### config.mk
export PLATFORM = sky130hd
export DESIGN_NAME = mqtt_publish_receive_deframer
export DESIGN_NICKNAME = d
export VERILOG_FILES = /design/src/rtl/mqtt_prd_pkg.sv /design/src/rtl/mqtt_prd_fifo.sv /design/src/rtl/mqtt_prd_engine.sv /design/src/rtl/mqtt_publish_receive_deframer.sv
export SDC_FILE = /design/constraint.sdc
export NUM_CORES = 1
export LEC_CHECK = 0
export BUFFER_PORTS_ARGS = -buffer_cell sky130_fd_sc_hd__buf_2
export CAP_MARGIN = 10
export CORE_MARGIN = 3
export CORE_UTILIZATION = 33
export CTS_CLUSTER_SIZE = 10
export DETAILED_ROUTE_END_ITERATION = 8
export PLACE_DENSITY = 0.46
export SYNTH_ARGS = -nofsm -noshare
export SYNTH_HDL_FRONTEND = slang
export SYNTH_SLANG_ARGS = --single-unit
export TNS_END_PERCENT = 1
### constraint.sdc
create_clock -name i_clk -period 13.4 [get_ports i_clk]
set_input_delay 0.67 -clock i_clk [delete_from_list [all_inputs] [get_ports i_clk]]
set_output_delay 0.67 -clock i_clk [all_outputs]
set_load 0.01 [all_outputs]
### src/rtl/mqtt_prd_pkg.sv
package mqtt_prd_pkg;

    // Front-to-back queue entry: one classified input item
    typedef struct packed {
        logic       op;
        logic [7:0] rx_byte;
    } t_fq_item;

    // One result item
    typedef struct packed {
        logic       packet_end;
        logic       frame_error;
        logic       cmd_dropped;
        logic       cmd_done;
        logic [7:0] data_byte;
        logic [1:0] byte_kind;
    } t_result;

    localparam logic [1:0] KIND_NONE    = 2'd0;
    localparam logic [1:0] KIND_NAME    = 2'd1;
    localparam logic [1:0] KIND_PAYLOAD = 2'd2;

    localparam logic OP_BYTE  = 1'b0;
    localparam logic OP_ABORT = 1'b1;

    localparam logic [3:0] CFG_DELIVER = 4'd0;
    localparam logic [3:0] CFG_PLEN    = 4'd1;
    localparam logic [3:0] CFG_PA      = 4'd2;
    localparam logic [3:0] CFG_PB      = 4'd3;
    localparam logic [3:0] CFG_PC      = 4'd4;
    localparam logic [3:0] CFG_PD      = 4'd5;

endpackage

### src/rtl/mqtt_prd_fifo.sv
module mqtt_prd_fifo
    import mqtt_prd_pkg::*;
(
    input  logic     i_clk,
    input  logic     i_rst_n,
    input  logic     i_wr_valid,
    output logic     o_wr_ready,
    input  t_fq_item i_wr_item,
    output logic     o_rd_valid,
    input  logic     i_rd_ready,
    output t_fq_item o_rd_item
);
    // Two-entry queue, full throughput
    t_fq_item   r_mem [2];
    logic       r_wp, r_rp;
    logic [1:0] r_cnt;
    logic       wr_en, rd_en;

    assign o_wr_ready = (r_cnt != 2'd2);
    assign o_rd_valid = (r_cnt != 2'd0);
    assign o_rd_item  = r_mem[r_rp];
    assign wr_en = i_wr_valid && o_wr_ready;
    assign rd_en = o_rd_valid && i_rd_ready;

    always_ff @(posedge i_clk) begin
        if (!i_rst_n) begin
            r_wp <= 1'b0;
            r_rp <= 1'b0;
            r_cnt <= 2'd0;
        end else begin
            if (wr_en) r_wp <= ~r_wp;
            if (rd_en) r_rp <= ~r_rp;
            r_cnt <= r_cnt + {1'b0, wr_en} - {1'b0, rd_en};
        end
    end

    always_ff @(posedge i_clk) begin
        if (wr_en) r_mem[r_wp] <= i_wr_item;
    end
endmodule

### src/rtl/mqtt_prd_engine.sv
module mqtt_prd_engine
    import mqtt_prd_pkg::*;
#(
    parameter int PREFIX_MAX_BYTES  = 32,
    parameter int LENGTH_MAX_GROUPS = 4
) (
    input  logic        i_clk,
    input  logic        i_rst_n,
    input  logic        i_deliver_enable,
    input  logic [5:0]  i_prefix_len,
    input  logic [255:0] i_prefix,
    input  logic        i_valid,
    output logic        o_ready,
    input  t_fq_item    i_item,
    output logic        o_valid,
    input  logic        i_ready,
    output t_result     o_result
);
    typedef enum logic [2:0] {
        PH_IDLE, PH_LEN, PH_TLEN_HI, PH_TLEN_LO, PH_TOPIC, PH_ID, PH_PAYLOAD, PH_SKIP
    } t_phase;

    t_phase      r_phase, n_phase;
    logic        r_pub, n_pub, r_hasid, n_hasid, r_match, n_match, r_idl, n_idl;
    logic [27:0] r_acc, n_acc, r_left, n_left, left_m1;
    logic [1:0]  r_grp, n_grp;
    logic [15:0] r_tlen, n_tlen, r_tidx, n_tidx, tidx_p1;
    logic [5:0]  eff_plen;
    logic [7:0]  b, pbyte;
    logic        go, goidle, body;
    t_result     n_res, r_res;
    logic        r_ov;

    assign o_ready  = !r_ov || i_ready;
    assign go       = i_valid && o_ready;
    assign o_valid  = r_ov;
    assign o_result = r_res;
    assign b        = i_item.rx_byte;
    assign eff_plen = (i_prefix_len > 6'(PREFIX_MAX_BYTES)) ? 6'(PREFIX_MAX_BYTES)
                                                           : i_prefix_len;
    assign pbyte    = i_prefix[{r_tidx[4:0], 3'b000} +: 8];
    assign left_m1  = r_left - 28'd1;
    assign tidx_p1  = r_tidx + 16'd1;

    always_comb begin
        n_phase = r_phase; n_pub = r_pub; n_hasid = r_hasid; n_match = r_match;
        n_idl = r_idl; n_acc = r_acc; n_left = r_left; n_grp = r_grp;
        n_tlen = r_tlen; n_tidx = r_tidx;
        n_res = '0; goidle = 1'b0; body = 1'b0;
        if (i_item.op == OP_ABORT) begin
            if (r_phase != PH_IDLE) begin
                n_res.cmd_dropped = r_match;
                goidle = 1'b1;
            end
        end else begin
            unique case (r_phase)
                PH_IDLE: begin
                    n_pub   = (b & 8'hF0) == 8'h30;
                    n_hasid = ((b >> 1) & 8'h03) != 8'h00;
                    n_acc = '0; n_grp = '0; n_match = 1'b0;
                    n_phase = PH_LEN;
                end
                PH_LEN: begin
                    n_acc = r_acc + (28'(b[6:0]) << (7 * r_grp));
                    n_grp = r_grp + 2'd1;
                    if (b[7]) begin
                        if (32'(r_grp) + 1 >= LENGTH_MAX_GROUPS) begin
                            n_res.frame_error = 1'b1;
                            goidle = 1'b1;
                        end
                    end else begin
                        n_left = n_acc;
                        if (n_acc == '0) begin
                            n_res.packet_end = 1'b1;
                            goidle = 1'b1;
                        end else n_phase = r_pub ? PH_TLEN_HI : PH_SKIP;
                    end
                end
                PH_TLEN_HI: begin
                    body = 1'b1;
                    n_tlen = {b, 8'h00};
                    n_phase = PH_TLEN_LO;
                end
                PH_TLEN_LO: begin
                    body = 1'b1;
                    n_tlen = {r_tlen[15:8], b};
                    if (left_m1 < 28'(n_tlen)) n_phase = PH_SKIP;
                    else begin
                        n_match = i_deliver_enable && (n_tlen >= 16'(eff_plen));
                        n_tidx = '0;
                        if (n_tlen != '0) n_phase = PH_TOPIC;
                        else if (r_hasid) begin n_phase = PH_ID; n_idl = 1'b1; end
                        else n_phase = PH_PAYLOAD;
                    end
                end
                PH_TOPIC: begin
                    body = 1'b1;
                    if (r_tidx < 16'(eff_plen)) begin
                        if (pbyte != b) n_match = 1'b0;
                    end else if (r_match) begin
                        n_res.byte_kind = KIND_NAME;
                    end
                    n_tidx = tidx_p1;
                    if (tidx_p1 == r_tlen) begin
                        if (r_hasid) begin n_phase = PH_ID; n_idl = 1'b1; end
                        else n_phase = PH_PAYLOAD;
                    end
                end
                PH_ID: begin
                    body = 1'b1;
                    n_idl = 1'b0;
                    if (!r_idl) n_phase = PH_PAYLOAD;
                end
                PH_PAYLOAD: begin
                    body = 1'b1;
                    if (r_match) n_res.byte_kind = KIND_PAYLOAD;
                end
                PH_SKIP: body = 1'b1;
                default: ;
            endcase
            if (body) begin
                n_left = left_m1;
                if (left_m1 == '0) begin
                    n_res.packet_end = 1'b1;
                    n_res.cmd_done = n_match;
                    goidle = 1'b1;
                end
            end
        end
        if (n_res.byte_kind != KIND_NONE) n_res.data_byte = b;
        if (goidle) begin
            n_phase = PH_IDLE; n_pub = 1'b0; n_hasid = 1'b0; n_match = 1'b0;
            n_idl = 1'b0; n_acc = '0; n_left = '0; n_grp = '0; n_tlen = '0; n_tidx = '0;
        end
    end

    always_ff @(posedge i_clk) begin
        if (!i_rst_n) begin
            r_phase <= PH_IDLE; r_pub <= 1'b0; r_hasid <= 1'b0; r_match <= 1'b0;
            r_idl <= 1'b0; r_acc <= '0; r_left <= '0; r_grp <= '0;
            r_tlen <= '0; r_tidx <= '0; r_ov <= 1'b0; r_res <= '0;
        end else begin
            if (go) begin
                r_phase <= n_phase; r_pub <= n_pub; r_hasid <= n_hasid;
                r_match <= n_match; r_idl <= n_idl; r_acc <= n_acc; r_left <= n_left;
                r_grp <= n_grp; r_tlen <= n_tlen; r_tidx <= n_tidx;
                r_res <= n_res;
            end
            if (go) r_ov <= 1'b1;
            else if (i_ready) r_ov <= 1'b0;
        end
    end
endmodule

### src/rtl/mqtt_publish_receive_deframer.sv
// An item passes through the front queue and then the result register before its result appears.
// Throughput: one item per cycle while the output is not stalled; the byte parser handles one byte per clock.
// The 2-entry front queue and result register let either side stall independently.
// Reset (synchronous, i_rst_n low): parser idle, queue and output empty,
// configuration registers cleared.
module mqtt_publish_receive_deframer
    import mqtt_prd_pkg::*;
#(
    parameter int PREFIX_MAX_BYTES  = 32,
    parameter int LENGTH_MAX_GROUPS = 4
) (
    input  logic        i_clk,
    input  logic        i_rst_n,
    input  logic        i_cfg_we,
    input  logic [3:0]  i_cfg_index,
    input  logic [63:0] i_cfg_data,
    input  logic        s_axis_tvalid,
    output logic        s_axis_tready,
    input  logic [7:0]  s_axis_tdata,   // rx_byte
    input  logic        s_axis_tuser,   // op
    output logic        m_axis_tvalid,
    input  logic        m_axis_tready,
    output logic [15:0] m_axis_tdata,   // data_byte[7:0], cmd_done, cmd_dropped,
                                        // frame_error, packet_end, zero fill
    output logic [1:0]  m_axis_tuser    // byte_kind
);
    logic         r_deliver;
    logic [5:0]   r_plen;
    logic [255:0] r_prefix;

    // Config writes
    always_ff @(posedge i_clk) begin
        if (!i_rst_n) begin
            r_deliver <= 1'b0;
            r_plen    <= '0;
            r_prefix  <= '0;
        end else if (i_cfg_we) begin
            unique case (i_cfg_index)
                CFG_DELIVER: r_deliver <= i_cfg_data[0];
                CFG_PLEN:    r_plen <= i_cfg_data[5:0];
                CFG_PA:      r_prefix[63:0] <= i_cfg_data;
                CFG_PB:      r_prefix[127:64] <= i_cfg_data;
                CFG_PC:      r_prefix[191:128] <= i_cfg_data;
                CFG_PD:      r_prefix[255:192] <= i_cfg_data;
                default: ;
            endcase
        end
    end

    // Front: accept and hold bytes in a short queue
    t_fq_item fin, fout;
    logic     f_valid, f_ready;
    t_result  res;

    assign fin.op      = s_axis_tuser;
    assign fin.rx_byte = s_axis_tdata;

    mqtt_prd_fifo u_fifo (
        .i_clk(i_clk), .i_rst_n(i_rst_n),
        .i_wr_valid(s_axis_tvalid), .o_wr_ready(s_axis_tready), .i_wr_item(fin),
        .o_rd_valid(f_valid), .i_rd_ready(f_ready), .o_rd_item(fout)
    );

    // Back: packet parser
    mqtt_prd_engine #(
        .PREFIX_MAX_BYTES(PREFIX_MAX_BYTES), .LENGTH_MAX_GROUPS(LENGTH_MAX_GROUPS)
    ) u_eng (
        .i_clk(i_clk), .i_rst_n(i_rst_n),
        .i_deliver_enable(r_deliver), .i_prefix_len(r_plen), .i_prefix(r_prefix),
        .i_valid(f_valid), .o_ready(f_ready), .i_item(fout),
        .o_valid(m_axis_tvalid), .i_ready(m_axis_tready), .o_result(res)
    );

    assign m_axis_tdata = {4'b0000, res.packet_end, res.frame_error, res.cmd_dropped,
                           res.cmd_done, res.data_byte};
    assign m_axis_tuser = res.byte_kind;

    // A result never carries both a delivered byte and an error or drop
    a_kind_excl: assert property (@(posedge i_clk) disable iff (!i_rst_n)
        m_axis_tvalid && (res.byte_kind != KIND_NONE) |-> !res.frame_error && !res.cmd_dropped)
        else $error("delivered byte with error");
    // cmd_done only on a packet end
    a_done_end: assert property (@(posedge i_clk) disable iff (!i_rst_n)
        m_axis_tvalid && res.cmd_done |-> res.packet_end)
        else $error("cmd_done without packet_end");
    // Stalled output holds
    a_hold: assert property (@(posedge i_clk) disable iff (!i_rst_n)
        m_axis_tvalid && !m_axis_tready |=> m_axis_tvalid && $stable(m_axis_tdata)
        && $stable(m_axis_tuser))
        else $error("output changed under stall");
endmodule
==> metrics.md, run 1 <==
| Metric | Value |
|---|---|
| Status | `finished clean` |
| TritonCTS Buffers | `49` |
| Area of the multi-input gates | `about 12000 µm²` |
| DR DRC count | `0` |
| Cts hold-fix bufs | `0` |
| Final period util | `between 40 and 50%` |
| First-pass GRT wire length | `106600 µm` |
| Avg WL per Cell | `approximately 21 µm` |
| Initial drt markers | `1263` |
| Chip Width | `around 260 µm` |
| Core area | `about 64000 µm²` |
| Clock transition at path regs | `around 0.060 ns` |
| Reg area | `approximately 8000 µm²` |
| HPWL after DPL | `around 48000 µm` |
| Hold slack | `0.2856 ns` |
| Finished Layout Cells | `3350` |
| Final Hold Fails | `0` |
| Setup ws final | `approximately 7.4 ns` |
| Mapped Cells | `about 2500` |
| R2R depth | `16` |
| Post-CTS setup buffers | `0` |
| Synth async-reset ratio | `0%` |
| Peak VDD IR | `0.1031 mV` |
| Crit path arrival time | `about 6.5 ns` |
| I/O Buffers | `97` |
| Post-layout nets | `2622` |
| Slew headroom | `approximately 32%` |
| Num rows | `slightly above 90` |
| Antenna diode count | `0` |
| Placed insts | `3274` |
| Vias | `~18000` |
| Yosys warns | `0` |
| Power Density | `between 100 and 150 nW/µm²` |
| Hold path depth | `1` |
| #FFs+latches synth | `just under 400` |
| CTS root buf | `clkbuf_16` |
| Critical path class | `reg2reg` |
| Cell leakage power | `8.382 nW` |
| Final setup violation count | `0` |
| Die Y | `around 260 µm` |
| CTS tree | `done` |
| Crit-path max FO | `43` |
| Proportion of layout cells with a drive suffix above 1 | `around 13%` |
| Vias in the first global route | `17360` |
| Gr usage total | `20.17%` |
| Fin Setup TNS | `0 ns` |
| Pre-CTS WS | `7.460 ns` |
| Skew final | `0.02080 ns` |
| Ports | `a little over 100` |
| Die Area | `68110 µm²` |
| Ys flop type | `dfxtp_1` |
| Largest net degree at the start of global routing | `around 150` |
| Pre-antenna DRT Iters | `5` |
| Post-DRT Antenna Nets | `0` |
| Critical Path Start Type | `register` |
| Number of max-cap violations | `0` |
| Worst min path class | `in2reg` |
| Clock sinks | `a little under 400` |
| Number of antenna violations at the first check in global routing | `5` |
| Fillers | `6489` |
| CP endpoint kind | `register` |
| RSZ-0062 raised after global routing | `no` |
| Layout overhead on the synthesized area | `12.07%` |
| Worst slew pin tran | `a little over 1 ns` |
| Initial Util | `roughly a third` |
| Vias per inst | `about 5.3` |
| Synth unique cells | `87` |
| GR Overflow Total | `0` |
| CTS resizes | `0` |
| DP Area | `22530 µm²` |
| Synthesized area | `around 21000 µm²` |
| Max Slew Vio Count | `0` |
| Clk_lat worst skew | `between 0.5 and 0.6 ns` |
| Design Area, Final | `24040 µm²` |
| Htree depth | `2` |
| Post-layout min period | `5.960 ns` |
| Final wirelength | `between 60000 and 70000 µm` |
| GPL Wtd Cong | `approximately 0.86` |
| Crit path required time | `~14 ns` |
| Register area share after synthesis | `~38%` |
| Post-synth EDFFs | `18` |
| Fmax | `around 0.17 GHz` |
| Syn Area/Cell | `around 8.6 µm²` |
| Clk buf depth | `3` |
through the flow:
stage | util, % | power, W
after floorplan | - | 0.001835
after global placement | 35.40 | 0.002095
after detailed placement | 35.40 | 0.002103
after CTS | 37.73 | 0.003376
after global routing | 37.77 | 0.003506
final | 37.77 | 0.003339
worst max-delay path: stages, from the launching register on:
cell and delay [ns]:
dfxtp_1 0.60, mux2_2 0.51, inv_1 0.25, nor2_1 0.10
ha_1 0.46, nand2_1 0.15, o21ai_0 0.25, nor2b_1 0.51
o31a_1 0.25, o21ai_1 0.10, xor2_1 0.49, nand4_1 0.29
nor4_4 0.83, o21ai_4 0.08, buf_4 0.33, a21oi_4 0.39
mux2i_1 0.24
metal layers:
metal / vias up / track usage [%] / part of all wire (%)
met5: - / 0 / 0.079
met4: 8 / 6.714 / 3.4
met3: 114 / 3.075 / 3.7
met2: 368 / 34.69 / 48
met1: 8597 / 25.92 / 44
li1: 8705 / - / -
state kept, by name, summed over array words and instances, names as in the netlist, named ones only:
signal          cells
u_eng.r_grp         2
u_eng.r_hasid       1
u_fifo.r_wp         1
u_fifo.r_cnt        2
u_eng.r_tidx       16
u_eng.o_result     14
u_fifo.r_mem       18
u_eng.o_valid       1
u_eng.r_phase       3
u_eng.r_left       28
u_eng.r_pub         1
r_plen              6
u_eng.r_acc        28
u_eng.r_idl         1
r_prefix          256
u_eng.r_tlen       16
r_deliver           1
u_fifo.r_rp         1
u_eng.r_match       1
final cells by class:
cell class | count | share of cell area [%]
Clock buffer | 68 | 5.646
Clock inverter | 7 | 0.5152
Timing Repair Buffer | 122 | 2.919
Tap cell | 846 | 4.403
Multi-Input combinational cell | 1854 | 51.75
Inverter | 55 | 0.8587
Sequential cell | 398 | 33.91
power breakdown:
group | switching [W] | internal [W] | total (W)
Combinational | 0.000541 | 0.000268 | 0.000809
Sequential | 0.0000431 | 0.00123 | 0.00127
Clock | 0.000518 | 0.000738 | 0.00126
Total | 0.00110 | 0.00224 | 0.00334
worst paths after layout:
check	startpoint	end	slack (ns)
min	s_axis_tuser	u_fifo.r_mem[0][8]	0.29
min reg2reg	u_eng.o_result[10]	u_eng.o_result[10]	0.45
max	register	u_eng.r_tlen[11]	7.44
max reg2reg	register	u_eng.r_tlen[11]	7.44
cell usage after synthesis (14+ instances only):
library cell | instances | area share (%)
nand2_1 | 669 | 12
dfxtp_1 | 380 | 35
a21boi_0 | 288 | 10
clkbuf_1 | 137 | 2.4
nor2_1 | 100 | 1.7
mux4_2 | 80 | 8.4
ha_1 | 59 | 3.4
inv_1 | 53 | 0.93
a21oi_1 | 52 | 1.2
nand3_1 | 42 | 0.98
mux2i_1 | 41 | 1.9
xnor2_1 | 41 | 1.7
nand4_1 | 39 | 1.1
o21ai_0 | 33 | 0.77
nor2b_1 | 31 | 0.90
xor2_1 | 31 | 1.3
nor3_1 | 29 | 0.68
o2111ai_1 | 23 | 0.94
nand2b_1 | 21 | 0.61
a21o_1 | 20 | 0.70
buf_1 | 20 | 0.35
edfxtp_1 | 18 | 2.5
and3_1 | 16 | 0.47
a22o_1 | 15 | 0.61
nor4_1 | 15 | 0.44
a22oi_1 | 14 | 0.49
cell families after synthesis:
| kind of cell | synth area share, % |
|---|---|
| mux | 10.52 |
| flops | 37.98 |
| xor+xnor | 3.015 |
| other cells | 0.01748 |
| fa+ha+maj | 3.534 |
| buf+inv | 4.293 |
| compound gates | 19.45 |
| simple gates | 21.19 |
cells in the final DEF (no fill, tap or decap), types with 33 or more instances in the layout:
master       n
a21oi_1     52
buf_2       96
a21boi_0   288
nand3_1     40
ha_1        59
xnor2_1     41
nand2_1    668
o21ai_0     33
inv_1       53
mux4_2      80
dfxtp_1    378
mux2i_1     41
clkbuf_16   49
nor2_1      98
nand4_1     39
(Power assumes the default switching activity.)
==> run 2: changes to the inputs <==
--- a/config.mk
+++ b/config.mk
@@ -5,6 +5,7 @@
 export SDC_FILE = /design/constraint.sdc
 export NUM_CORES = 1
 export LEC_CHECK = 0
+export ABC_AREA = 1
 export BUFFER_PORTS_ARGS = -buffer_cell sky130_fd_sc_hd__buf_2
 export CAP_MARGIN = 10
 export CORE_MARGIN = 3
==> constraint.sdc (replaced) <==
create_clock -name i_clk -period 6.1 [get_ports i_clk]
set_input_delay 0.305 -clock i_clk [delete_from_list [all_inputs] [get_ports i_clk]]
set_output_delay 0.305 -clock i_clk [all_outputs]
set_load 0.01 [all_outputs]
==> run 2 against run 1 <==
Critical path type unchanged. Final cell count up 28%. Total power rose to 4.0 times the previous value. Clock-buffer cell count up 1. Combinational power rose to 9.1 times the previous value. Sequential share of layout area down 1.4 points. Die area up 2.8%. Register-to-register slack worse by 6.5 ns. Sequential power rose to 2.6 times the previous value. Fmax up 17%. Critical path depth up 6.
==> metrics.md, run 2 <==
| Metric | Value |
|---|---|
| Vias in the first global route | `20720 (+19%)` |
| CTS root buf | `clkbuf_16` |
| Leading cell types by count after synthesis | `nor2_1, nand2_1, o21ai_0, inv_1, dfxtp_1` |
| Crit Reg-Reg Endpoint | `u_eng.r_left[16]` |
| Leading cell types in the layout, fill and taps excluded | `nor2_1, nand2_1, o21ai_0` |
| Top flop regs | `r_prefix (256), u_eng.r_acc (28), u_eng.r_left (28)` |
| Layout overhead on the synthesized area | `13.46%` |
| Area of the multi-input gates | `11590 µm² (-6.9%)` |
| I/O Buffers | `97 (unchanged)` |
| Crit-path max FO | `35 (-19%)` |
| Peak VDD IR | `0.2537 mV (+150%)` |
| Crit path arrival time | `5.59 ns (-0.87 ns)` |
| Skew final | `0.02078 ns (-0.00002350 ns)` |
| Avg WL per Cell | `18.34 µm (-12%)` |
| Mapped Cells | `3360 (+35%)` |
| Worst slew pin tran | `1.249 ns (+0.2402 ns)` |
| Number of antenna violations at the first check in global routing | `1 (-4)` |
| Status | `finished clean` |
| GR Overflow Total | `0 (unchanged)` |
| Num rows | `94 (+2.2%)` |
| Power Density | `537.8 nW/µm² (+290%)` |
| Core area | `65980 µm² (+3.7%)` |
| Largest net degree at the start of global routing | `234 (+57%)` |
| Final setup violation count | `0 (unchanged)` |
| CP endpoint kind | `register` |
| Vias per inst | `5.111 (-3.8%)` |
| Clock transition at path regs | `0.06 ns (about the same)` |
| Worst-path cell chain | `o21ai_1, nor3_1, ha_1, nand2_1, nor2_1, nand3_1, nand3_2, nand2_1, nand2_1, nand2_1, nor2_1, nand3_1, nor2_2, nand3_2, nand2_4, nand2_8, nand3_2, nand2_4, inv_4, nand2_1, nand2_1, nor2_1` |
| HPWL after DPL | `54250 µm (+14%)` |
| GPL Wtd Cong | `0.9242 (+7.2%)` |
| Top cells by area, synth | `dfxtp_1, o21ai_0, nor2_1` |
| First-pass GRT wire length | `121900 µm (+14%)` |
| Register area share after synthesis | `36.91% (-1.1 points)` |
| Pre-CTS WS | `1.030 ns (-6.431 ns)` |
| Synth top area share | `34.46% (-1.0 points)` |
| Ys flop type | `dfxtp_1` |
| Largest register FFs | `256 (unchanged)` |
| Htree depth | `2 (unchanged)` |
| Finished Layout Cells | `4281 (+28%)` |
| Fillers | `7171 (+11%)` |
| Number of max-cap violations | `0 (unchanged)` |
| CTS tree | `done` |
| Worst min path class | `in2reg` |
| Final Hold Fails | `0 (unchanged)` |
| Max Slew Vio Count | `0 (unchanged)` |
| Fin Setup TNS | `0 ns (unchanged)` |
| Most flop-heavy register | `r_prefix` |
| CTS resizes | `0 (unchanged)` |
| Initial drt markers | `1651 (+31%)` |
| Proportion of layout cells with a drive suffix above 1 | `7.231% (-5.6 points)` |
| Gr usage total | `22.02% (+1.8 points)` |
| Yosys warns | `0 (unchanged)` |
| Slowest-stage cell, CP | `o21ai_1` |
| CP top delay family | `simple AND/OR/NAND/NOR gates` |
| Max stage delay on crit path | `1.05 ns (+0.22 ns)` |
| Ports | `102 (unchanged)` |
| Cell leakage power | `10.66 nW (+27%)` |
| Die Area | `70030 µm² (+2.8%)` |
| Pre-antenna DRT Iters | `7 (+2)` |
| Hold slack | `0.02890 ns (-0.2567 ns)` |
| Area leader, netlist | `dfxtp_1` |
| Placed insts | `4157 (+27%)` |
| Commonest non-fill, non-tap cell in the layout | `nor2_1` |
| Final period util | `83.83% (+39 points)` |
| Clk buf depth | `3 (unchanged)` |
| Slew headroom | `16.18% (-16 points)` |
| TritonCTS Buffers | `49 (unchanged)` |
| Critical Path Start Type | `register` |
| Die Y | `264.6 µm (+1.4%)` |
| Fmax | `0.1956 GHz (+17%)` |
| Setup ws final | `0.9862 ns (-6.453 ns)` |
| Synth async-reset ratio | `0% (unchanged)` |
| Initial Util | `33.45% (-0.25 points)` |
| Hold Path End | `r_prefix[251]` |
| Clock sinks | `398 (unchanged)` |
| Final wirelength | `78520 µm (+13%)` |
| Post-DRT Antenna Nets | `0 (unchanged)` |
| RSZ-0062 raised after global routing | `no` |
| Hold Path Origin | `i_cfg_data[59]` |
| R2R depth | `22 (+6)` |
| Crit path required time | `6.57 ns (-7.33 ns)` |
| Post-layout nets | `3532 (+35%)` |
| Vias | `21880 (+23%)` |
| #FFs+latches synth | `398 (unchanged)` |
| Reg area | `8153 µm² (unchanged)` |
| Worst Path Buf+Inv | `1 (-1)` |
| Hold path depth | `3 (+2)` |
| R2r setup slk | `0.99 ns (-6.45 ns)` |
| Post-layout min period | `5.114 ns (-0.8466 ns)` |
| Post-synth EDFFs | `18 (unchanged)` |
| Synthesized area | `22070 µm² (+2.9%)` |
| Syn Area/Cell | `6.570 µm² (-24%)` |
| DR DRC count | `0 (unchanged)` |
| Most used cell, CP | `nand2_1` |
| Clk_lat worst skew | `0.59 ns (about the same)` |
| Count leader, synth | `nor2_1` |
| Critical path class | `reg2reg` |
| Synth unique cells | `51 (-41%)` |
| Chip Width | `264.6 µm (+1.4%)` |
## run 2: routing by layer
layer  track usage, %  vias to the layer above  part of all wire [%]  routed length (µm)
met5                0                        -                     0                   0
met2            32.49                      536                    41               32240
met3            3.824                       94                   5.9                4600
met4            5.259                        0                   2.1                1637
li1                 -                    11020                     -                   -
met1            33.14                    10230                    51               40050
## run 2: final cells by class
type                       count  share of cell area, %
clock inverter                 8                 0.5146
antenna                        1               0.009992
inverter                     420                  6.320
tap                          864                  4.317
clock buffer                  69                  5.316
multi-input combinational   2354                  46.27
timing repair buffer         167                  4.701
sequential                   398                  32.55
## run 2: logic make-up after synthesis
family                   share of synthesized area [%]
AO/OA/AOI/OAI                                    21.30
buffers and inverters                            10.87
other                                          0.01699
flip-flops                                       36.91
adder cells (fa/ha/maj)                          3.435
XOR/XNOR                                         1.786
AND/OR/NAND/NOR                                  25.69
## run 2: per-stage QoR
step / util (%) / power (W) / instance area (µm²)
floorplan: - / 0.008338 / 22080
global placement: 35.02 / 0.01061 / 23100
detailed placement: 35.02 / 0.01060 / 23100
CTS: 37.91 / 0.01345 / 25010
global route: 37.95 / 0.01459 / 25040
finish: 37.96 / 0.01347 / 25040
## run 2: how the worst max path moves through the flow
stage                             to  slack [ns]  depth (start not counted)
floorplan           u_eng.r_left[13]        2.70                         27
global placement    u_eng.r_left[16]        1.07                         22
detailed placement  u_eng.r_left[16]        1.03                         22
CTS                 u_eng.r_left[16]        1.02                         22
global route        u_eng.r_left[16]        0.52                         27
finish              u_eng.r_left[16]        0.99                         22
## run 2: power by group
part	total (W)	internal, W	switching [W]
Combinational	0.00738	0.00221	0.00517
Sequential	0.00333	0.00297	0.000360
Clock	0.00276	0.00159	0.00116
Total	0.0135	0.00677	0.00670
## run 2: repair_timing
| action | CTS | global route |
|---|---|---|
| setup buffers | 0 | 0 |
| hold endpoints to repair | 66 | 0 |
| hold buffers | 45 | 0 |
## run 2: worst min-delay path, cell delays in order
cell and delay (ns):
buf_2 0.14, nor2_1 0.06, nor2_1 0.08
